File: src/rtl/core/i2a_pkg.sv
package i2a_pkg;

  // conversion codes
  localparam logic [2:0] CONV_SDEC = 3'd0;
  localparam logic [2:0] CONV_UDEC = 3'd1;
  localparam logic [2:0] CONV_LHEX = 3'd2;
  localparam logic [2:0] CONV_UHEX = 3'd3;
  localparam logic [2:0] CONV_PTR  = 3'd4;

  // reciprocal of ten, exact for 32-bit operands with a shift of 35
  localparam logic [31:0] RECIP10 = 32'hCCCC_CCCD;
  localparam int          RECIP10_SHIFT = 35;

  // a 32-bit operand has at most ten decimal digits
  localparam int DIGITS_MAX  = 10;
  localparam int DIGIT_IDX_W = $clog2(DIGITS_MAX);

  // ascii codes
  localparam logic [7:0] CHAR_ZERO  = 8'h30;
  localparam logic [7:0] CHAR_SPACE = 8'h20;
  localparam logic [7:0] CHAR_MINUS = 8'h2D;
  localparam logic [7:0] CHAR_LOW_X = 8'h78;
  localparam logic [7:0] CHAR_LOW_A = 8'h61;
  localparam logic [7:0] CHAR_UP_A  = 8'h41;

  // control from the sequencer to the shared digit unit
  typedef struct packed {
    logic load;
    logic mul;
    logic div;
    logic hex;
  } unit_ctrl_t;

  // result of one digit step
  typedef struct packed {
    logic [3:0] digit;
    logic       final_digit;
  } unit_status_t;

  // digit value to ascii, upper or lower case letters
  function automatic logic [7:0] digit_char(input logic [3:0] d, input logic upper);
    logic [7:0] base;
    begin
      if (d < 4'd10) begin
        digit_char = CHAR_ZERO + {4'd0, d};
      end else begin
        base = upper ? CHAR_UP_A : CHAR_LOW_A;
        digit_char = base + {4'd0, d} - 8'd10;
      end
    end
  endfunction

endpackage

File: src/rtl/core/i2a_if.sv
// request channel: operand and conversion controls
interface i2a_req_if;
  logic        valid;
  logic        ready;
  logic [31:0] value;
  logic [2:0]  conversion;
  logic [4:0]  pad_width;
  logic        zero_pad;

  modport source (output valid, value, conversion, pad_width, zero_pad, input ready);
  modport sink   (input valid, value, conversion, pad_width, zero_pad, output ready);
endinterface

// character channel: one ascii character per transfer
interface i2a_char_if;
  logic       valid;
  logic       ready;
  logic [7:0] character;
  logic       last;

  modport source (output valid, character, last, input ready);
  modport sink   (input valid, character, last, output ready);
endinterface

File: src/rtl/core/i2a_digit_unit.sv
module i2a_digit_unit import i2a_pkg::*; (
  input  logic         clk,
  input  unit_ctrl_t   ctrl,
  input  logic [31:0]  value,
  output unit_status_t status
);

  logic [31:0] work;
  logic [63:0] prod;
  logic [31:0] quot;
  logic [31:0] tenq;
  logic [3:0]  rem;

  // quotient by shift for hex, by reciprocal product for decimal
  always_comb begin
    if (ctrl.hex) begin
      quot = {4'd0, work[31:4]};
    end else begin
      quot = {3'd0, prod[63:RECIP10_SHIFT]};
    end
    tenq = (quot << 3) + (quot << 1);
    if (ctrl.hex) begin
      rem = work[3:0];
    end else begin
      rem = work[3:0] - tenq[3:0];
    end
  end

  assign status.digit       = rem;
  assign status.final_digit = (quot == 32'd0);

  // working value and registered product
  always_ff @(posedge clk) begin
    if (ctrl.load) begin
      work <= value;
    end else if (ctrl.div) begin
      work <= quot;
    end
    if (ctrl.mul) begin
      prod <= work * RECIP10;
    end
  end

endmodule

File: src/rtl/core/integer_to_ascii_formatter.sv
// channel   dir   payload                                   transfer
// request   in    value, conversion, pad_width, zero_pad    valid && ready
// text      out   character, last                           valid && ready
//
// an item is accepted while idle, then each digit takes a multiply state and a
// quotient and remainder state in the shared digit unit, at most ten digits;
// the characters then go out one per cycle while text is not stalled, and the
// pad state passes to the digit state without a character
// request.ready is high only while idle; rst is synchronous and clears control
// text stalls hold the sequencer in its emit state; the character register
// lets a new request be taken while the final character waits
module integer_to_ascii_formatter import i2a_pkg::*; #(
  parameter int MAX_WIDTH      = 31,
  parameter int POINTER_DIGITS = 8
) (
  input logic        clk,
  input logic        rst,
  i2a_req_if.sink    request,
  i2a_char_if.source text
);

  localparam int PAD_MAX = (MAX_WIDTH > POINTER_DIGITS) ? MAX_WIDTH : POINTER_DIGITS;
  localparam int WW      = $clog2(PAD_MAX + 1);

  localparam logic [2:0] S_IDLE = 3'd0;
  localparam logic [2:0] S_MUL  = 3'd1;
  localparam logic [2:0] S_DIV  = 3'd2;
  localparam logic [2:0] S_PRE1 = 3'd3;
  localparam logic [2:0] S_PRE2 = 3'd4;
  localparam logic [2:0] S_PAD  = 3'd5;
  localparam logic [2:0] S_DIG  = 3'd6;

  logic [2:0]             state;
  logic [2:0]             state_next;
  logic                   neg;
  logic                   ptr;
  logic                   upper;
  logic                   hex;
  logic                   pad_zero;
  logic [WW-1:0]          width;
  logic [WW-1:0]          pad_left;
  logic [DIGIT_IDX_W-1:0] dig_idx;
  logic [3:0]             digits [DIGITS_MAX];

  logic                   out_valid;
  logic [7:0]             out_char;
  logic                   out_last;

  logic                   accept;
  logic                   conv_ok;
  logic                   in_neg;
  logic [31:0]            magnitude;
  logic                   emit_go;
  logic                   emit;
  logic [7:0]             emit_char;
  logic                   emit_last;
  logic [WW-1:0]          target;
  logic [WW-1:0]          count_new;
  unit_ctrl_t             ctrl;
  unit_status_t           status;

  assign request.ready = (state == S_IDLE);
  assign accept        = request.valid && request.ready;
  assign conv_ok       = (request.conversion == CONV_SDEC) || (request.conversion == CONV_UDEC)
                      || (request.conversion == CONV_LHEX) || (request.conversion == CONV_UHEX)
                      || (request.conversion == CONV_PTR);
  assign in_neg        = (request.conversion == CONV_SDEC) && request.value[31];
  assign magnitude     = in_neg ? (32'd0 - request.value) : request.value;
  assign emit_go       = !out_valid || text.ready;

  assign target    = ptr ? WW'(POINTER_DIGITS) : width;
  assign count_new = WW'(dig_idx) + WW'(1);

  // shared digit unit
  always_comb begin
    ctrl.load = accept;
    ctrl.mul  = (state == S_MUL);
    ctrl.div  = (state == S_DIV);
    ctrl.hex  = hex;
  end

  i2a_digit_unit u_digit (
    .clk    (clk),
    .ctrl   (ctrl),
    .value  (magnitude),
    .status (status)
  );

  // sequencer and character choice
  always_comb begin
    state_next = state;
    emit       = 1'b0;
    emit_char  = CHAR_ZERO;
    emit_last  = 1'b0;
    unique case (state)
      S_IDLE: begin
        if (accept && conv_ok) begin
          state_next = S_MUL;
        end
      end
      S_MUL: begin
        state_next = S_DIV;
      end
      S_DIV: begin
        if (status.final_digit) begin
          state_next = (neg || ptr) ? S_PRE1 : S_PAD;
        end else begin
          state_next = S_MUL;
        end
      end
      S_PRE1: begin
        if (emit_go) begin
          emit       = 1'b1;
          emit_char  = ptr ? CHAR_ZERO : CHAR_MINUS;
          state_next = ptr ? S_PRE2 : S_PAD;
        end
      end
      S_PRE2: begin
        if (emit_go) begin
          emit       = 1'b1;
          emit_char  = CHAR_LOW_X;
          state_next = S_PAD;
        end
      end
      S_PAD: begin
        if (pad_left == '0) begin
          state_next = S_DIG;
        end else if (emit_go) begin
          emit      = 1'b1;
          emit_char = pad_zero ? CHAR_ZERO : CHAR_SPACE;
        end
      end
      S_DIG: begin
        if (emit_go) begin
          emit      = 1'b1;
          emit_char = digit_char(digits[dig_idx], upper);
          emit_last = (dig_idx == '0);
          if (dig_idx == '0) begin
            state_next = S_IDLE;
          end
        end
      end
      default: begin
        state_next = S_IDLE;
      end
    endcase
  end

  // control registers
  always_ff @(posedge clk) begin
    if (rst) begin
      state     <= S_IDLE;
      out_valid <= 1'b0;
    end else begin
      state <= state_next;
      if (emit) begin
        out_valid <= 1'b1;
      end else if (text.ready) begin
        out_valid <= 1'b0;
      end
    end
  end

  // item fields, digit buffer, counters and character register
  always_ff @(posedge clk) begin
    if (accept) begin
      neg      <= in_neg;
      ptr      <= (request.conversion == CONV_PTR);
      upper    <= (request.conversion == CONV_UHEX);
      hex      <= (request.conversion == CONV_LHEX) || (request.conversion == CONV_UHEX)
               || (request.conversion == CONV_PTR);
      pad_zero <= request.zero_pad || (request.conversion == CONV_PTR);
      width    <= (int'(request.pad_width) > MAX_WIDTH) ? WW'(MAX_WIDTH)
                                                        : WW'(request.pad_width);
      dig_idx  <= '0;
    end
    if (state == S_MUL) begin
      digits[dig_idx] <= status.digit;
    end
    if (state == S_DIV) begin
      digits[dig_idx] <= status.digit;
      if (status.final_digit) begin
        pad_left <= (target > count_new) ? (target - count_new) : '0;
      end else begin
        dig_idx <= dig_idx + DIGIT_IDX_W'(1);
      end
    end
    if (state == S_PAD && emit) begin
      pad_left <= pad_left - WW'(1);
    end
    if (state == S_DIG && emit && dig_idx != '0) begin
      dig_idx <= dig_idx - DIGIT_IDX_W'(1);
    end
    if (emit) begin
      out_char <= emit_char;
      out_last <= emit_last;
    end
  end

  assign text.valid     = out_valid;
  assign text.character = out_char;
  assign text.last      = out_last;

  // the final digit leaves as a marked character
  a_last_marked: assert property (@(posedge clk) disable iff (rst)
    (state == S_DIG && emit_go && dig_idx == '0) |=> (text.valid && text.last))
    else $error("final digit not marked last");

  // digit buffer index stays inside the buffer while dividing
  a_digit_bound: assert property (@(posedge clk) disable iff (rst)
    (state == S_DIV) |-> (int'(dig_idx) < DIGITS_MAX))
    else $error("digit index beyond buffer");

  // the x of the prefix only appears for pointers
  a_prefix_ptr: assert property (@(posedge clk) disable iff (rst)
    (state == S_PRE2) |-> ptr)
    else $error("hex prefix outside pointer conversion");

  // no character is marked last before the digits
  a_last_digits: assert property (@(posedge clk) disable iff (rst)
    (emit && emit_last) |-> (state == S_DIG))
    else $error("last marker outside digit phase");

endmodule

File: src/flat_wrapper.sv
// flat-port wrapper written by rule: the top's interface ports become plain ports
module integer_to_ascii_formatter_flat import i2a_pkg::*;
#(
  parameter int MAX_WIDTH      = 31,
  parameter int POINTER_DIGITS = 8
)
  (clk, rst, request_valid, request_value, request_conversion, request_pad_width, request_zero_pad, request_ready, text_valid, text_character, text_last, text_ready);
  i2a_req_if request_i ();
  i2a_char_if text_i ();
  input logic clk;
  input logic rst;
  input wire logic [$bits(request_i.valid)-1:0] request_valid;
  input wire logic [$bits(request_i.value)-1:0] request_value;
  input wire logic [$bits(request_i.conversion)-1:0] request_conversion;
  input wire logic [$bits(request_i.pad_width)-1:0] request_pad_width;
  input wire logic [$bits(request_i.zero_pad)-1:0] request_zero_pad;
  output wire logic [$bits(request_i.ready)-1:0] request_ready;
  output wire logic [$bits(text_i.valid)-1:0] text_valid;
  output wire logic [$bits(text_i.character)-1:0] text_character;
  output wire logic [$bits(text_i.last)-1:0] text_last;
  input wire logic [$bits(text_i.ready)-1:0] text_ready;
  assign request_i.valid = request_valid;
  assign request_i.value = request_value;
  assign request_i.conversion = request_conversion;
  assign request_i.pad_width = request_pad_width;
  assign request_i.zero_pad = request_zero_pad;
  assign request_ready = request_i.ready;
  assign text_valid = text_i.valid;
  assign text_character = text_i.character;
  assign text_last = text_i.last;
  assign text_i.ready = text_ready;
  integer_to_ascii_formatter #(.MAX_WIDTH(MAX_WIDTH), .POINTER_DIGITS(POINTER_DIGITS)) u_core (.clk(clk), .rst(rst), .request(request_i), .text(text_i));
endmodule
File: config.mk
export PLATFORM = sky130hd
export DESIGN_NAME = integer_to_ascii_formatter_flat
export DESIGN_NICKNAME = d
export VERILOG_FILES = /design/src/rtl/core/i2a_pkg.sv /design/src/rtl/core/i2a_if.sv /design/src/rtl/core/i2a_digit_unit.sv /design/src/rtl/core/integer_to_ascii_formatter.sv /design/src/flat_wrapper.sv
export SDC_FILE = /design/constraint.sdc
export NUM_CORES = 1
export LEC_CHECK = 0
export ABC_AREA = 1
export BUFFER_PORTS_ARGS = -buffer_cell sky130_fd_sc_hd__buf_2
export CAP_MARGIN = 20
export CORE_MARGIN = 4
export CORE_UTILIZATION = 40
export DETAILED_ROUTE_END_ITERATION = 8
export PLACE_DENSITY_LB_ADDON = 0.2
export SLEW_MARGIN = 10
export SYNTH_ARGS = -nofsm -noshare
export SYNTH_HDL_FRONTEND = slang
export SYNTH_HIERARCHICAL = 1
export SYNTH_SLANG_ARGS = --single-unit
File: constraint.sdc
create_clock -name clk -period 5.7 [get_ports clk]
set_input_delay 1.425 -clock clk [delete_from_list [all_inputs] [get_ports clk]]
set_output_delay 1.425 -clock clk [all_outputs]
set_load 0.005 [all_outputs]
==> implementation parameters <==
Parameter                              Value

Timing
  Worst rel slew slack ... 38.56%
  Highest clock rate ... around 160 MHz
  Final Max Slew Viols ... 0
  Final Worst Setup Slack ... -0.5366 ns
  Final Critical Period ... 6.237 ns
  RSZ-0062 raised after global routing ... yes
  Final hold slack ... 0.4702 ns
  Number of endpoints failing setup at the final stage ... 29
  Tcrit/Tclk final ... 109.4%
  Final Hold Fails ... 0
  Sum of negative setup slack ... -12.38 ns
  Clock tree skew after final layout ... 0.01522 ns
  Slew at the pin closest to its max-slew limit ... 0.9216 ns

Place
  Number of port buffers ... 54
  HPWL after detailed placement ... 79700 um
  Number of placed cells counting well taps ... about 4500
  Placer's final routability congestion estimate ... 0.9894
  Post-Place Cell Area ... 31190 sq um

Die
  Die boundary height ... 264.9 um
  Boundary pin count ... 56
  Number of cell rows ... 93
  Die X-Extent ... 264.9 um
  Area of the die ... 70170 sq um
  Effective utilization at floorplan ... between 40% and 50%
  Standard cell core area ... roughly 65000 sq um

CTS
  Clock transition time at the flip-flop clock pins of the worst setup and hold paths ... about 0.070 ns
  Worst-skew pair later-pin latency ... 0.48 ns
  Clock tree root driver cell ... sky130_fd_sc_hd__clkbuf_16
  Clock tree sinks ... 132
  Deepest level of the CTS H-tree ... 4
  Hold buffers post-CTS ... 0
  Maximum clock insertion buffer count ... 2
  Number of buffers created by CTS ... 17
  CTS tree ... built

Logic synthesis
  Top post-synthesis cells by area ... sky130_fd_sc_hd__fa_1 (29%), sky130_fd_sc_hd__ha_1 (17%), sky130_fd_sc_hd__edfxtp_1 (14%), sky130_fd_sc_hd__inv_1 (13%), sky130_fd_sc_hd__nand2_1 (8.6%)
  #FFs+latches synth ... 132
  Mapped Area ... 26400 sq um
  Sequential element share of the synthesized area ... 14.71%
  Post-synth ARST share ... 0%
  Number of synthesized flops with an enable pin ... 124
  Count of yosys warnings during synthesis ... 6
  Top cell type by total area after synthesis ... sky130_fd_sc_hd__fa_1
  Gate count after technology mapping ... approximately 3200
  Post-Syn Area per Cell ... just over 8 sq um
  Most instantiated flip-flop cell in the synthesis netlist ... sky130_fd_sc_hd__edfxtp_1
  Fraction of synthesized cell area taken by the top area cell type ... 29.35%
  Distinct cell type count of the synthesized netlist ... about 50
  Synthesized net count ... 3994

Finish
  Final cell count without fillers ... 4549
  Commonest cells after routing, fill and taps aside ... sky130_fd_sc_hd__inv_1 (848), sky130_fd_sc_hd__nand2_1 (497), sky130_fd_sc_hd__buf_4 (408)
  Antenna diode instance count ... 0
  Area Growth Syn to Fin ... 27.60%
  Final-stage net count ... 4476
  Layout cell share with drive strength beyond 1 ... 27.31%
  FILL cells ... 6229
  Commonest non-fill, non-tap cell in the layout ... sky130_fd_sc_hd__inv_1
  Final Cell Area ... 33680 sq um

Worst setup path
  Largest incremental delay on the critical path ... around 0.54 ns
  Worst setup path class ... reg -> reg
  Critical Path Sink Type ... flip-flop
  WP data required ... 5.92 ns
  Critical path data arrival time ... ~6.5 ns
  Largest fanout on the critical path ... 4
  Startpoint types ... flip-flop
  CP max stage cell ... sky130_fd_sc_hd__fa_1
  Library cell appearing most often on the critical path ... sky130_fd_sc_hd__fa_1

Global route
  Remaining global-route overflow ... 0
  Global-route total usage across every layer ... 26.07%
  Vias in the first global route ... between 20000 and 25000
  First-pass GRT wire length ... between 100000 and 150000 um
  Largest net degree at the start of global routing ... 50
  Initial antenna violation count ... 1

Routing
  Iter 0 DRT Violations ... 1546
  Remaining antenna violation count after routing ... 0
  Via density per instance ... 4.838
  Total number of vias ... 22006
  Remaining DRCs ... 0
  Routed len/inst ... 19.86 um
  Final wirelength ... 90340 um
  Total iterations of the first detailed-routing run ... 5

Outcome
  Violations in the final reports ... negative setup slack
  Result of the run ... finished, violations left

Min path
  Path type of the worst min-delay path ... reg -> reg

Job
  # Max-Cap Violations ... 0
## worst paths after layout
path,startpoint,to,slack (ns),cells past startpoint
worst max-delay path,u_core/u_digit/work[12],u_core/u_digit/prod[50],-0.54,25
worst min-delay path,u_core/dig_idx[0],u_core/dig_idx[0],0.47,1
worst max register to register,u_core/u_digit/work[12],u_core/u_digit/prod[50],-0.54,25
worst min register to register,u_core/dig_idx[0],u_core/dig_idx[0],0.47,1
## what timing repair did
| action | CTS | global route |
|---|---|---|
| pin swaps | 101 | 121 |
| gates resized for setup | 244 | 140 |
| buffers inserted | 35 | 16 |
| setup endpoints to repair | 29 | 29 |
## sequential cells by signal, indices dropped and copies added (netlist names)
| name | count |
|---|---|
| u_core/dig_idx | 4 |
| u_core/digits | 40 |
| u_core/hex | 1 |
| u_core/neg | 1 |
| u_core/pad_left | 5 |
| u_core/pad_zero | 1 |
| u_core/ptr | 1 |
| u_core/state | 3 |
| u_core/text.character | 7 |
| u_core/text.last | 1 |
| u_core/text.valid | 1 |
| u_core/u_digit/prod | 29 |
| u_core/u_digit/work | 32 |
| u_core/upper | 1 |
| u_core/width | 5 |
## final cells by class
type | count | area [sq um] | area share [%]
clock buffer | 17 | 425.4 | 1.263
inverter | 954 | 3630 | 10.78
multi-input combinational | 2083 | 20740 | 61.58
clock inverter | 15 | 187.7 | 0.5572
tap | 855 | 1070 | 3.176
timing repair buffer | 493 | 3744 | 11.11
sequential | 132 | 3884 | 11.53
## Yosys cell counts (10+ instances only)
cell / n
sky130_fd_sc_hd__o21ai_0: 87
sky130_fd_sc_hd__nor2_2: 25
sky130_fd_sc_hd__nor3_1: 23
sky130_fd_sc_hd__o21bai_1: 22
sky130_fd_sc_hd__nor2_1: 171
sky130_fd_sc_hd__a21oi_1: 88
sky130_fd_sc_hd__edfxtp_1: 124
sky130_fd_sc_hd__nand4_1: 19
sky130_fd_sc_hd__a31oi_1: 10
sky130_fd_sc_hd__nand3_1: 85
sky130_fd_sc_hd__o21ai_1: 19
sky130_fd_sc_hd__nand2_2: 14
sky130_fd_sc_hd__nand2_1: 606
sky130_fd_sc_hd__clkbuf_1: 10
sky130_fd_sc_hd__inv_2: 28
sky130_fd_sc_hd__mux2i_1: 10
sky130_fd_sc_hd__fa_1: 387
sky130_fd_sc_hd__xnor2_1: 16
sky130_fd_sc_hd__xor2_1: 69
sky130_fd_sc_hd__inv_1: 923
sky130_fd_sc_hd__ha_1: 363
## through the flow
step / setup WS, ns / utilization (%)
2_1_floorplan: -0.04893 / -
3_3_place_gp: -0.7388 / 48.03
3_5_place_dp: -0.7341 / 48.03
4_1_cts: -0.4888 / 50.75
5_1_grt: -0.7253 / 51.88
6_report: -0.5366 / 51.88
## per-layer routing
| metal | global-route usage [%] | share of wire, % | vias to the layer above |
|---|---|---|---|
| met4 | 9.437 | 4.4 | 2 |
| met3 | 5.142 | 6.2 | 168 |
| met1 | 34.03 | 42 | 10627 |
| met2 | 43.28 | 48 | 616 |
| met5 | 0 | 0.013 | - |
| li1 | - | - | 10593 |
## worst max-delay path, delay by kind of cell (launching register included)
kind	cells	cell delay (ns)
xor+xnor	1	0.15
flops	1	0.43
simple gates	7	0.79
buf+inv	8	0.71
fa+ha+maj	9	3.89
## cell families (layout without fill, tap and decap cells)
logic type	after synthesis	in the layout	share of synthesized area [%]
flip-flops	132	132	14.71
adder cells (fa/ha/maj)	750	750	46.55
buffers and inverters	984	1479	14.33
other	1	1	0.01421
multiplexers	10	10	0.3792
XOR/XNOR	85	85	2.820
AND/OR/NAND/NOR	980	980	15.73
AO/OA/AOI/OAI	257	257	5.455
Power is left out: the tool's default activity adds up to more than one toggle a clock period on the data nets, which glitch-free logic cannot reach.
